## config.mk

```make
export PLATFORM = sky130hd
export DESIGN_NAME = rc_stick_setpoint_mapper
export DESIGN_NICKNAME = d
export VERILOG_FILES = /design/src/sv/rcsm_pkg.sv /design/src/sv/rc_stick_setpoint_mapper.sv
export SDC_FILE = /design/constraint.sdc
export NUM_CORES = 2
export LEC_CHECK = 0
export ABC_AREA = 1
export BUFFER_PORTS_ARGS = -buffer_cell sky130_fd_sc_hd__buf_2
export CORE_ASPECT_RATIO = 0.75
export CORE_MARGIN = 10
export CORE_UTILIZATION = 39
export DETAILED_ROUTE_END_ITERATION = 7
export SLEW_MARGIN = 30
export SYNTH_ARGS = -nofsm -noshare
export SYNTH_HDL_FRONTEND = slang
export SYNTH_SLANG_ARGS = --single-unit
```

## constraint.sdc

```tcl
create_clock -name clk_i -period 8.4 [get_ports clk_i]
set_input_delay 1.68 -clock clk_i [delete_from_list [all_inputs] [get_ports clk_i]]
set_output_delay 1.68 -clock clk_i [all_outputs]
set_load 0.1 [all_outputs]
```

## src/sv/rcsm_pkg.sv

```systemverilog
// ----------------------------------------------------------------------------
// rcsm_pkg
// Shared constants, register indexes and the heading wrap helper for the
// RC stick setpoint mapper.
// ----------------------------------------------------------------------------
package rcsm_pkg;

  // Configuration register indexes
  localparam int unsigned CfgIdxW = 2;
  localparam logic [CfgIdxW-1:0] CfgHoldMode  = 2'd0;
  localparam logic [CfgIdxW-1:0] CfgThrustMin = 2'd1;
  localparam logic [CfgIdxW-1:0] CfgThrustMax = 2'd2;

  // Stick geometry in microseconds
  localparam logic [10:0] StickLo   = 11'd1000;
  localparam logic [10:0] StickHi   = 11'd2000;
  localparam logic [10:0] RollLo    = 11'd1043;
  localparam logic [10:0] RollHi    = 11'd1970;
  localparam logic [10:0] BandUp    = 11'd1530;
  localparam logic [10:0] BandDown  = 11'd1470;
  localparam logic [10:0] YawCwUs   = 11'd1525;
  localparam logic [10:0] YawCcwUs  = 11'd1450;
  localparam logic [10:0] ThrArmUs  = 11'd1100;

  // Yaw rate command
  localparam logic signed [11:0] StickMidS = 12'sd1500;
  localparam logic signed [11:0] YawBand   = 12'sd30;
  localparam logic signed [11:0] YawSpan   = 12'sd500;
  localparam logic signed [18:0] YawGain   = 19'sd400;
  localparam logic [15:0]        YawStepMs = 16'd200;

  // Attitude scale factors (numerators over the reduced divisors)
  localparam logic [22:0] RollPosGain   = 23'd375;    // 15000/440 = 375/11
  localparam logic [22:0] RollNegGain   = 23'd15000;  // over 427
  localparam logic [19:0] PitchGain     = 20'd1500;   // 15000/470 = 1500/47

  // Reciprocals for exact truncating division of bounded numerators
  localparam logic [26:0] ThrRecip      = 27'd68719477; // /1000, n=26
  localparam int unsigned ThrShift      = 36;
  localparam logic [23:0] RollPosRecip  = 24'd381301;   // /11, n=18
  localparam int unsigned RollPosShift  = 22;
  localparam logic [23:0] RollNegRecip  = 24'd10058472; // /427, n=23
  localparam int unsigned RollNegShift  = 32;
  localparam logic [20:0] PitchRecip    = 21'd1427849;  // /47, n=20
  localparam int unsigned PitchShift    = 26;

  // Heading wrap boundaries
  localparam logic signed [21:0] HalfTurn   = 22'sd180000;
  localparam logic signed [21:0] FullTurn   = 22'sd360000;
  localparam logic signed [21:0] ThreeHalf  = 22'sd540000;
  localparam logic signed [21:0] TwoTurns   = 22'sd720000;

  // Payload of a beat between the front and back halves of the datapath
  typedef struct packed {
    logic [25:0]        thr_num;
    logic               thr_neg;
    logic [22:0]        roll_num;
    logic               roll_neg;
    logic [19:0]        pitch_num;
    logic               pitch_neg;
    logic signed [18:0] yaw_a;
    logic signed [18:0] yaw_b;
    logic               yaw_wrap;
  } mid_beat_t;

  // Wrap a sum within two turns of zero onto [-180000, 180000)
  function automatic logic signed [18:0] wrap_turn(input logic signed [21:0] x);
    logic signed [21:0] r;
    priority if (x >= ThreeHalf) begin
      r = x - TwoTurns;
    end else if (x >= HalfTurn) begin
      r = x - FullTurn;
    end else if (x >= -HalfTurn) begin
      r = x;
    end else if (x >= -ThreeHalf) begin
      r = x + FullTurn;
    end else begin
      r = x + TwoTurns;
    end
    return r[18:0];
  endfunction

endpackage

```

## src/sv/rc_stick_setpoint_mapper.sv

```systemverilog
// ----------------------------------------------------------------------------
// rc_stick_setpoint_mapper
// Maps four RC pulse widths, the heading and the tick length to thrust,
// roll, pitch and yaw setpoints, one beat per cycle while the result side keeps taking.
// ----------------------------------------------------------------------------
// Three register stages (input, mid, result) with one beat in each; a beat
// is accepted every cycle while the result side keeps taking, and each result
// passes from the input register through the mid register to the result
// register. The mid stage splits each thrust and attitude numerator multiply
// from the reciprocal multiply that divides it, and the heading-hold offset
// and last heading are updated as a beat leaves the input stage. Configuration
// writes are always taken (cfg_ready_o is tied high).
module rc_stick_setpoint_mapper
  import rcsm_pkg::*;
(
  input  logic                clk_i,
  input  logic                rst_ni,
  // configuration write channel
  input  logic                cfg_valid_i,
  output logic                cfg_ready_o,
  input  logic [CfgIdxW-1:0]  cfg_index_i,
  input  logic [15:0]         cfg_data_i,
  // input channel
  input  logic                in_valid_i,
  output logic                in_ready_o,
  input  logic                cmd_i,
  input  logic [10:0]         throttle_us_i,
  input  logic [10:0]         roll_us_i,
  input  logic [10:0]         pitch_us_i,
  input  logic [10:0]         yaw_us_i,
  input  logic signed [18:0]  heading_mdeg_i,
  input  logic [7:0]          tick_ms_i,
  // result channel
  output logic                out_valid_o,
  input  logic                out_ready_i,
  output logic [15:0]         thrust_o,
  output logic signed [14:0]  roll_ref_mdeg_o,
  output logic signed [14:0]  pitch_ref_mdeg_o,
  output logic signed [18:0]  yaw_ref_o
);

  // Configuration registers
  logic        hold_mode_q;
  logic [15:0] thrust_min_q, thrust_max_q;

  assign cfg_ready_o = 1'b1;

  always_ff @(posedge clk_i or negedge rst_ni) begin
    if (!rst_ni) begin
      hold_mode_q  <= 1'b0;
      thrust_min_q <= 16'd0;
      thrust_max_q <= 16'hFFFF;
    end else if (cfg_valid_i) begin
      unique case (cfg_index_i)
        CfgHoldMode:  hold_mode_q  <= cfg_data_i[0];
        CfgThrustMin: thrust_min_q <= cfg_data_i;
        CfgThrustMax: thrust_max_q <= cfg_data_i;
        default:      ;
      endcase
    end
  end

  // Stage handshakes
  logic s1_valid_q, s2_valid_q, out_valid_q;
  logic s1_ready, s2_ready, s3_ready;
  logic in_accept, s1_move, s2_move;

  assign s3_ready   = !out_valid_q || out_ready_i;
  assign s2_ready   = !s2_valid_q || s3_ready;
  assign s1_ready   = !s1_valid_q || s2_ready;
  assign in_ready_o = s1_ready;
  assign in_accept  = in_valid_i && s1_ready;
  assign s1_move    = s1_valid_q && s2_ready;
  assign s2_move    = s2_valid_q && s3_ready;

  always_ff @(posedge clk_i or negedge rst_ni) begin
    if (!rst_ni) begin
      s1_valid_q  <= 1'b0;
      s2_valid_q  <= 1'b0;
      out_valid_q <= 1'b0;
    end else begin
      if (s1_ready) s1_valid_q  <= in_valid_i;
      if (s2_ready) s2_valid_q  <= s1_valid_q;
      if (s3_ready) out_valid_q <= s2_valid_q;
    end
  end

  // Input register: capture the accepted beat
  logic               cmd_q;
  logic [10:0]        thr_q, rol_q, pit_q, yaw_q;
  logic signed [18:0] hdg_q;
  logic [7:0]         tick_q;

  always_ff @(posedge clk_i) begin
    if (in_accept) begin
      cmd_q  <= cmd_i;
      thr_q  <= throttle_us_i;
      rol_q  <= roll_us_i;
      pit_q  <= pitch_us_i;
      yaw_q  <= yaw_us_i;
      hdg_q  <= heading_mdeg_i;
      tick_q <= tick_ms_i;
    end
  end

  // Front half: thrust product, attitude numerators, yaw terms
  mid_beat_t          mid_d, mid_q;
  logic [10:0]        thr_c, rol_c, pit_c;
  logic [9:0]         thr_ofs;
  logic signed [16:0] thr_diff;
  logic [15:0]        thr_mag;
  logic [8:0]         roll_x, pitch_x;
  logic               thr_armed;
  logic signed [11:0] yaw_e, yaw_ec;
  logic signed [18:0] rate_cmd;
  logic [15:0]        yaw_step;
  logic signed [21:0] step_s, off_sum;
  logic signed [18:0] yaw_offset_q, yaw_offset_d;
  logic signed [18:0] last_hdg_q, last_hdg_d;

  always_comb begin
    // thrust: clamp the stick, scale by the signed span
    priority if (thr_q < StickLo) thr_c = StickLo;
    else if (thr_q > StickHi)     thr_c = StickHi;
    else                          thr_c = thr_q;
    thr_ofs  = 10'(thr_c - StickLo);
    thr_diff = 17'(signed'({1'b0, thrust_max_q})) - 17'(signed'({1'b0, thrust_min_q}));
    mid_d.thr_neg = thr_diff[16];
    thr_mag  = mid_d.thr_neg ? 16'(-thr_diff) : thr_diff[15:0];
    mid_d.thr_num = 26'(thr_ofs) * 26'(thr_mag);

    // roll: deadband, own stick limits on each side
    rol_c  = rol_q;
    roll_x = 9'd0;
    mid_d.roll_neg = 1'b0;
    mid_d.roll_num = 23'd0;
    if (rol_q >= BandUp) begin
      rol_c  = (rol_q > RollHi) ? RollHi : rol_q;
      roll_x = 9'(rol_c - BandUp);
      mid_d.roll_num = 23'(roll_x) * RollPosGain;
    end else if (rol_q <= BandDown) begin
      rol_c  = (rol_q < RollLo) ? RollLo : rol_q;
      roll_x = 9'(BandDown - rol_c);
      mid_d.roll_neg = 1'b1;
      mid_d.roll_num = 23'(roll_x) * RollNegGain;
    end

    // pitch: deadband, inverted sense
    pit_c   = pit_q;
    pitch_x = 9'd0;
    mid_d.pitch_neg = 1'b0;
    if (pit_q >= BandUp) begin
      pit_c   = (pit_q > StickHi) ? StickHi : pit_q;
      pitch_x = 9'(pit_c - BandUp);
      mid_d.pitch_neg = 1'b1;
    end else if (pit_q <= BandDown) begin
      pit_c   = (pit_q < StickLo) ? StickLo : pit_q;
      pitch_x = 9'(BandDown - pit_c);
    end
    mid_d.pitch_num = 20'(pitch_x) * PitchGain;

    // yaw rate command
    thr_armed = thr_q > ThrArmUs;
    yaw_e = signed'({1'b0, yaw_q}) - StickMidS;
    priority if (yaw_e > YawSpan) yaw_ec = YawSpan;
    else if (yaw_e < -YawSpan)    yaw_ec = -YawSpan;
    else                          yaw_ec = yaw_e;
    if (!thr_armed || (yaw_e <= YawBand && yaw_e >= -YawBand)) begin
      rate_cmd = 19'sd0;
    end else begin
      rate_cmd = 19'(yaw_ec) * YawGain;
    end

    // heading hold: stick nudges the offset, heading change is taken out
    yaw_step = 16'(tick_q) * YawStepMs;
    step_s   = 22'sd0;
    if (thr_armed && yaw_q > YawCwUs)  step_s = 22'(signed'({1'b0, yaw_step}));
    if (thr_armed && yaw_q < YawCcwUs) step_s = -22'(signed'({1'b0, yaw_step}));
    off_sum = 22'(yaw_offset_q) + step_s - (22'(hdg_q) - 22'(last_hdg_q));

    // select yaw operands and next state
    yaw_offset_d = yaw_offset_q;
    last_hdg_d   = last_hdg_q;
    if (cmd_q) begin
      yaw_offset_d   = 19'sd0;
      last_hdg_d     = hdg_q;
      mid_d.yaw_a    = 19'sd0;
      mid_d.yaw_b    = hdg_q;
      mid_d.yaw_wrap = 1'b1;
    end else if (hold_mode_q) begin
      yaw_offset_d   = wrap_turn(off_sum);
      last_hdg_d     = hdg_q;
      mid_d.yaw_a    = yaw_offset_d;
      mid_d.yaw_b    = hdg_q;
      mid_d.yaw_wrap = 1'b1;
    end else begin
      mid_d.yaw_a    = rate_cmd;
      mid_d.yaw_b    = 19'sd0;
      mid_d.yaw_wrap = 1'b0;
    end
  end

  // Heading-hold state advances as each beat leaves the input stage
  always_ff @(posedge clk_i or negedge rst_ni) begin
    if (!rst_ni) begin
      yaw_offset_q <= 19'sd0;
      last_hdg_q   <= 19'sd0;
    end else if (s1_move) begin
      yaw_offset_q <= yaw_offset_d;
      last_hdg_q   <= last_hdg_d;
    end
  end

  // Mid register
  always_ff @(posedge clk_i) begin
    if (s1_move) mid_q <= mid_d;
  end

  // Back half: reciprocal divides, signs, heading wrap
  logic [52:0]        thr_prod;
  logic [15:0]        thr_quo, thrust_d;
  logic [46:0]        roll_prod;
  logic [13:0]        roll_quo;
  logic [40:0]        pitch_prod;
  logic [13:0]        pitch_quo;
  logic signed [14:0] roll_d, pitch_d;
  logic signed [21:0] yaw_sum;
  logic signed [18:0] yaw_d;

  always_comb begin
    thr_prod = 53'(mid_q.thr_num) * 53'(ThrRecip);
    thr_quo  = 16'(thr_prod >> ThrShift);
    thrust_d = mid_q.thr_neg ? thrust_min_q - thr_quo : thrust_min_q + thr_quo;

    roll_prod = 47'(mid_q.roll_num) *
                47'(mid_q.roll_neg ? RollNegRecip : RollPosRecip);
    roll_quo  = mid_q.roll_neg ? 14'(roll_prod >> RollNegShift)
                               : 14'(roll_prod >> RollPosShift);
    roll_d    = mid_q.roll_neg ? -15'(roll_quo) : 15'(roll_quo);

    pitch_prod = 41'(mid_q.pitch_num) * 41'(PitchRecip);
    pitch_quo  = 14'(pitch_prod >> PitchShift);
    pitch_d    = mid_q.pitch_neg ? -15'(pitch_quo) : 15'(pitch_quo);

    yaw_sum = 22'(mid_q.yaw_a) + 22'(mid_q.yaw_b);
    yaw_d   = mid_q.yaw_wrap ? wrap_turn(yaw_sum) : yaw_sum[18:0];
  end

  // Result register
  logic [15:0]        thrust_q;
  logic signed [14:0] roll_q, pitch_q;
  logic signed [18:0] yaw_ref_q;

  always_ff @(posedge clk_i) begin
    if (s2_move) begin
      thrust_q  <= thrust_d;
      roll_q    <= roll_d;
      pitch_q   <= pitch_d;
      yaw_ref_q <= yaw_d;
    end
  end

  assign out_valid_o      = out_valid_q;
  assign thrust_o         = thrust_q;
  assign roll_ref_mdeg_o  = roll_q;
  assign pitch_ref_mdeg_o = pitch_q;
  assign yaw_ref_o        = yaw_ref_q;

  // Checks
  a_offset_wrapped: assert property (@(posedge clk_i) disable iff (!rst_ni)
    yaw_offset_q >= -19'sd180000 && yaw_offset_q < 19'sd180000)
    else $error("heading offset left its wrapped range");

  a_attitude_sat: assert property (@(posedge clk_i) disable iff (!rst_ni)
    out_valid_o |-> (roll_ref_mdeg_o <= 15'sd15000 && roll_ref_mdeg_o >= -15'sd15000 &&
                     pitch_ref_mdeg_o <= 15'sd15000 && pitch_ref_mdeg_o >= -15'sd15000))
    else $error("attitude setpoint outside +-15 degrees");

  a_thrust_range: assert property (@(posedge clk_i) disable iff (!rst_ni)
    out_valid_o |-> ((thrust_o >= thrust_min_q && thrust_o <= thrust_max_q) ||
                     (thrust_o >= thrust_max_q && thrust_o <= thrust_min_q)))
    else $error("thrust outside configured range");

  a_state_only_on_move: assert property (@(posedge clk_i) disable iff (!rst_ni)
    !s1_move |=> $stable(yaw_offset_q) && $stable(last_hdg_q))
    else $error("heading state changed without a beat leaving the input stage");

endmodule
```

* Yosys cells after proc, flatten, opt, wreduce, memory -nomap -nowiden *
Cells that the tools add are included.

storage, ports and cells
  flip-flop bits (word level) = 320
  input bits = 95
  output and inout port bits = 68

cells by class
  add/subtract/negate cells = 25
  $mul = 9
  $lt $le $gt $ge = 25
  equal/unequal tests = 2
  multiplexer cells = 37
  bitwise logic cells = 1
  reduce and logical (&&, ||, !) cells = 21

operators with widths
  cell                                                                             number
  19-bit 2-to-1 mux                                                                15
  19-bit adder (second input constant)                                             4
  19-bit subtractor (second input constant)                                        4
  11-bit greater-than comparator (second input constant)                           5
  9-bit 2-to-1 mux                                                                 6
  26-bit by 27-bit multiplier with 52-bit output (second input constant)           1
  16-bit 2-to-1 mux                                                                3
  23-bit by 24-bit multiplier with 46-bit output                                   1
  22-bit by 19-bit >= comparator with 1-bit output (second input constant)         2
  22-bit by 21-bit >= comparator with 1-bit output (second input constant)         2
  20-bit by 21-bit >= comparator with 1-bit output (second input constant)         2
  14-bit 2-to-1 mux                                                                3
  20-bit by 19-bit >= comparator with 1-bit output (second input constant)         2
  39-bit 2-to-1 mux                                                                1
  18-bit by 21-bit multiplier with 38-bit output (second input constant)           1
  9-bit by 9-bit multiplier with 18-bit output (second input constant)             2
  14-bit negation with 15-bit output                                               2
  10-bit by 16-bit multiplier with 26-bit output                                   1
  12-bit 2-to-1 mux                                                                2
  24-bit 2-to-1 mux                                                                1
  19-bit by 22-bit adder with 22-bit output                                        1
  11-bit >= comparator (second input constant)                                     2
  11-bit <= comparator (second input constant)                                     2
  11-bit by 10-bit less-than comparator with 1-bit output (second input constant)  2
  other kinds (35)                                                                 53

* Depth between registers and ports, before layout *
  depth in word-level cells = 13
  depth in mapped cells = 48
  gate-level depth less buffers = 48

* Worst setup path after synthesis *
No wires, ideal clock.

  path type = reg-to-reg
  start point = register mid_q[105] in the netlist's numbering
  end point = register thrust_q[15], in the netlist thrust_o[15], data pin
  library setup time = 0.249 ns
  data arrival time = 7.787 ns
  slack = 0.364 ns
  stages on the path, launching flop included = 40
  buffers on the path = 0
  period minus slack after synthesis = 8.036 ns
  cells stage by stage = edfxtp_1 inv_1 fa_1 inv_1 fa_1 fa_1 fa_1 fa_1 fa_1 inv_1 fa_1 inv_1 ha_1 nand2_1 nor2_1 inv_1 nor4_1 nand3b_1 [4 not listed] nand2_1 nor2_1 nand3_1 o21ai_0 nand2_1 a21oi_1 xnor2_1 ha_1 nand2_1 nor3_1 nand4_1 nand2_1 xor2_1 inv_1 xor2_1 nand3_1 nand2_1 inv_1

between the ends
  longest elaborated chain between the ends = 3

ends and longest elaborated chain
  element                                             line                             text
  from (decl)                                         rc_stick_setpoint_mapper.sv:107  mid_beat_t mid_d, mid_q;
  from (signal assigned)                              rc_stick_setpoint_mapper.sv:216  if (s1_move) mid_q <= mid_d;
  26-bit by 27-bit multiplier with 52-bit output (*)  rc_stick_setpoint_mapper.sv:231  thr_prod = 53'(mid_q.thr_num) * 53'(ThrRecip);
  16-bit adder or 16-bit subtractor (tied branches)   rc_stick_setpoint_mapper.sv:233  thrust_d = mid_q.thr_neg ? thrust_min_q - thr_quo : thrust_min_q + thr_quo;
  16-bit 2-to-1 mux (*)                               rc_stick_setpoint_mapper.sv:233
  named net thrust_d[15]                              rc_stick_setpoint_mapper.sv:221  logic [15:0] thr_quo, thrust_d;
  to (signal assigned)                                rc_stick_setpoint_mapper.sv:256  thrust_q <= thrust_d;
  to (decl)                                           rc_stick_setpoint_mapper.sv:250  logic [15:0] thrust_q;

The timed path passes the listed nets; every way through them passes the cells marked *.
A chain may end at the register's enable or synchronous reset.

* Worst setup path after layout *
  start point = register mid_q[108] in the netlist's numbering
  end point = register thrust_q[15], in the netlist thrust_o[15], data pin

The elaborated chain is that of the path after synthesis.

==> summary.md <==
| Metric | Value |
|---|---|
| Vias per cell | `approximately 4.9` |
| Most frequent cells in the layout | `inv_1 (1870), nand2_1 (1226), ha_1 (1014)` |
| Initial Util | `between 30 and 40%` |
| Multi-input gate area | `between 40000 and 50000 um^2` |
| Clk sink count | `320` |
| CP Launch Type | `register` |
| CP endpoint kind | `register` |
| # fillers | `around 16000` |
| FF+latch count, synth | `between 300 and 400` |
| First-pass GRT wire length | `~290000 um` |
| CTS tree | `yes` |
| Met3 GRT Util | `3.978%` |
| # nets final | `9902` |
| Largest net degree at the start of global routing | `67` |
| Placed Cells | `just under 10000` |
| Endpoints failing hold | `0` |
| I/O pins | `around 160` |
| CP arrival | `just under 9 ns` |
| CTS root buf | `clkbuf_16` |
| Number of buffers added on ports | `around 160` |
| Sequential share of the synthesized area | `between 10 and 15%` |
| Worst setup path startpoint | `mid_q[108]$_DFFE_PP_` |
| Yosys warns | `0` |
| N_diodes | `0` |
| Critical path class | `reg2reg` |
| Drt wl/cell | `around 18 um` |
| Commonest non-fill, non-tap cell in the layout | `inv_1` |
| Max FO, Critical Path | `4` |
| Slowest CP cell | `fa_2` |
| Largest area contributor in the netlist | `fa_1` |
| GR peak layer | `met1` |
| Total CTS buffers | `between 40 and 50` |
| Total die area | `179100 um^2` |
| Post-synth EDFFs | `about 250` |
| CP dominant cell by count | `nand2_1` |
| Clk slew on worst S/H paths | `roughly 0.080 ns` |
| Global route overflow | `0` |
| GRT met2 Usage | `~30%` |
| Final cycle utilization of the critical path | `98.65%` |
| DP HPWL | `roughly 160000 um` |
| Total number of vias | `a little under 50000` |
| DRT Wirelength | `around 180000 um` |
| DRT iter0 DRCs | `approximately 3500` |
| Worst EP required | `8.79 ns` |
| Mapped Cells | `between 7000 and 8000` |
| DRC viols | `0` |
| Synth-to-layout area growth | `11.86%` |
| Largest cells by area after synthesis | `fa_1 (28%), ha_1 (21%), edfxtp_1 (12%), inv_1 (11%), nand2_1 (7.4%)` |
| Setup-failing EPs final | `0` |
| Gpl congestion | `0.9462` |
| Antenna viol nets, final | `0` |
| Ys flop type | `edfxtp_1` |
| Post-layout min period | `between 8 and 9 ns` |
| Storage element area | `around 9000 um^2` |
| CP peak stage delay | `between 0.6 and 0.7 ns` |
| Maximum clock frequency | `between 0.1 and 0.15 GHz` |
| Critical R2R Launch | `mid_q[108]$_DFFE_PP_` |
| Final cell count without fillers | `between 10000 and 15000` |
| Pre-Repair DR Iteration Count | `6` |
| Post-synth ARST share | `around 23%` |
| Die Ht | `369.0 um` |
| Max_cap viols | `0` |
| Initial antenna violation count | `3` |
| Top cell type's share of synthesized area | `around 28%` |
| Setup Skew | `about 0.034 ns` |
| RSZ-0062 raised after global routing | `yes` |
| Row count | `127` |
| Slew @ Worst Pin | `slightly below 1 ns` |
| Total track usage | `about a fifth` |
| Share of layout cells above drive strength 1 | `just under 10%` |
| Status | `finished clean` |
| Average footprint of a synthesized cell | `approximately 8.5 um^2` |
| Slew Limit Fails | `0` |
| Die width | `~490 um` |
| Synth cell types | `72` |
| CTS max path bufs | `3` |
| Core ar. | `approximately 160000 um^2` |
| Vias in the first global route | `approximately 50000` |
| Slew headroom | `a little over a third` |
| Hold path startpoint | `yaw_offset_q[15]$_DFFE_PN0P_` |
| Clk_lat worst skew | `around 0.66 ns` |
| H-tree levels | `2` |
| Hold WC Path Type | `reg2reg` |
| Global-route track usage on met1 | `between 30 and 40%` |
| Synthesized cell area | `between 60000 and 70000 um^2` |
[worst paths after layout]
path | to | depth (start not counted) | slack, ns
max reg2reg | thrust_o[15]$_DFFE_PP_ | 37 | 0.11
min in group asynchronous | s1_valid_q$_DFFE_PN0N_ | 1 | 1.00
max in group asynchronous | yaw_offset_q[0]$_DFFE_PN0P_ | 2 | 6.42
min | yaw_offset_q[15]$_DFFE_PN0P_ | 2 | 0.49
min reg2reg | yaw_offset_q[15]$_DFFE_PN0P_ | 2 | 0.49
max | thrust_o[15]$_DFFE_PP_ | 37 | 0.11
[flip-flops by register name (all words and copies together) (netlist names), 8 cells and up]
name / flops
hdg_q: 19
yaw_q: 11
rol_q: 11
thrust_min_q: 16
mid_q: 109
last_hdg_q: 19
thr_q: 11
thrust_o: 16
roll_ref_mdeg_o: 15
pitch_ref_mdeg_o: 15
tick_q: 8
yaw_offset_q: 19
yaw_ref_o: 19
thrust_max_q: 16
pit_q: 11
[Yosys cell counts (all sizes together) (3+ instances only)]
cell type and count:
buf 17, a21boi 11, inv 1900, o21bai 22, edfxtp 246, o221ai 4, o41ai 3, a221oi 4
o21a 9, o21ai 289, dfrtp 58, a21o 38, nor2 515, clkbuf 61, nand2 1278, and3 6
xnor2 65, o22ai 7, a22o 3, or2 22, ha 1041, and2 9, a31oi 34, nor3 61
nand3b 12, nor4 19, o211ai 20, nand3 250, a31o 3, o221a 3, nand4 68, fa 889
a211oi 10, clkinv 5, o31ai 10, a21oi 303, xor2 145, dfstp 16
[routing by layer]
metal,wire [um],part of all wire [%]
met2,76110,42
met5,24,0.013
met3,12680,6.9
met4,3869,2.1
met1,90020,49
[cell families (layout without fill, tap and decap cells)]
family	Yosys count	count (layout)	share of synthesized area (%)
adder cells (fa/ha/maj)	1930	1930	48.66
AND/OR/NAND/NOR	2242	2242	14.80
XOR/XNOR	210	210	2.993
flip-flops	320	320	14.62
other	2	22	0.01186
buffers and inverters	1983	2403	11.85
AO/OA/AOI/OAI	783	783	7.066
[worst max-delay path, delay by kind of cell (launching register included)]
kind | cells | cell delay, ns
compound gates | 7 | 1.10
fa+ha+maj | 9 | 4.12
flops | 1 | 0.46
xor+xnor | 4 | 0.64
buf+inv | 7 | 0.67
simple gates | 10 | 1.05
[metrics by stage]
stage | setup TNS, ns | area [um^2] | util, % | hold slack (ns) | setup WS (ns)
global route | -0.6943 | 70850 | 44.10 | 0.5122 | -0.2960
floorplan | 0 | 63410 | - | 0.4332 | 0.3640
global placement | -0.1697 | 68270 | 42.50 | 0.4669 | -0.1212
detailed placement | -0.2309 | 68280 | 42.50 | 0.4707 | -0.1524
finish | 0 | 70850 | 44.10 | 0.4875 | 0.1131
CTS | -0.04933 | 69760 | 43.42 | 0.4853 | -0.04933
[repair_timing]
item,CTS,global route
hold buffers,0,0
setup endpoints to repair,2,20
setup buffers,3,32
resized for setup,12,183
pin swaps,5,117
[area by class of cell]
type                       instances  share of cell area [%]
clock buffer                      53                   1.554
clock inverter                    23                  0.4291
inverter                        1905                   10.10
multi-input combinational       5187                   67.09
sequential                       320                   13.07
tap                             2128                   3.758
timing repair buffer             422                   4.000
Power is not shown: default switching activity piles up to over one toggle a cycle in this logic, so the estimate is an artifact.
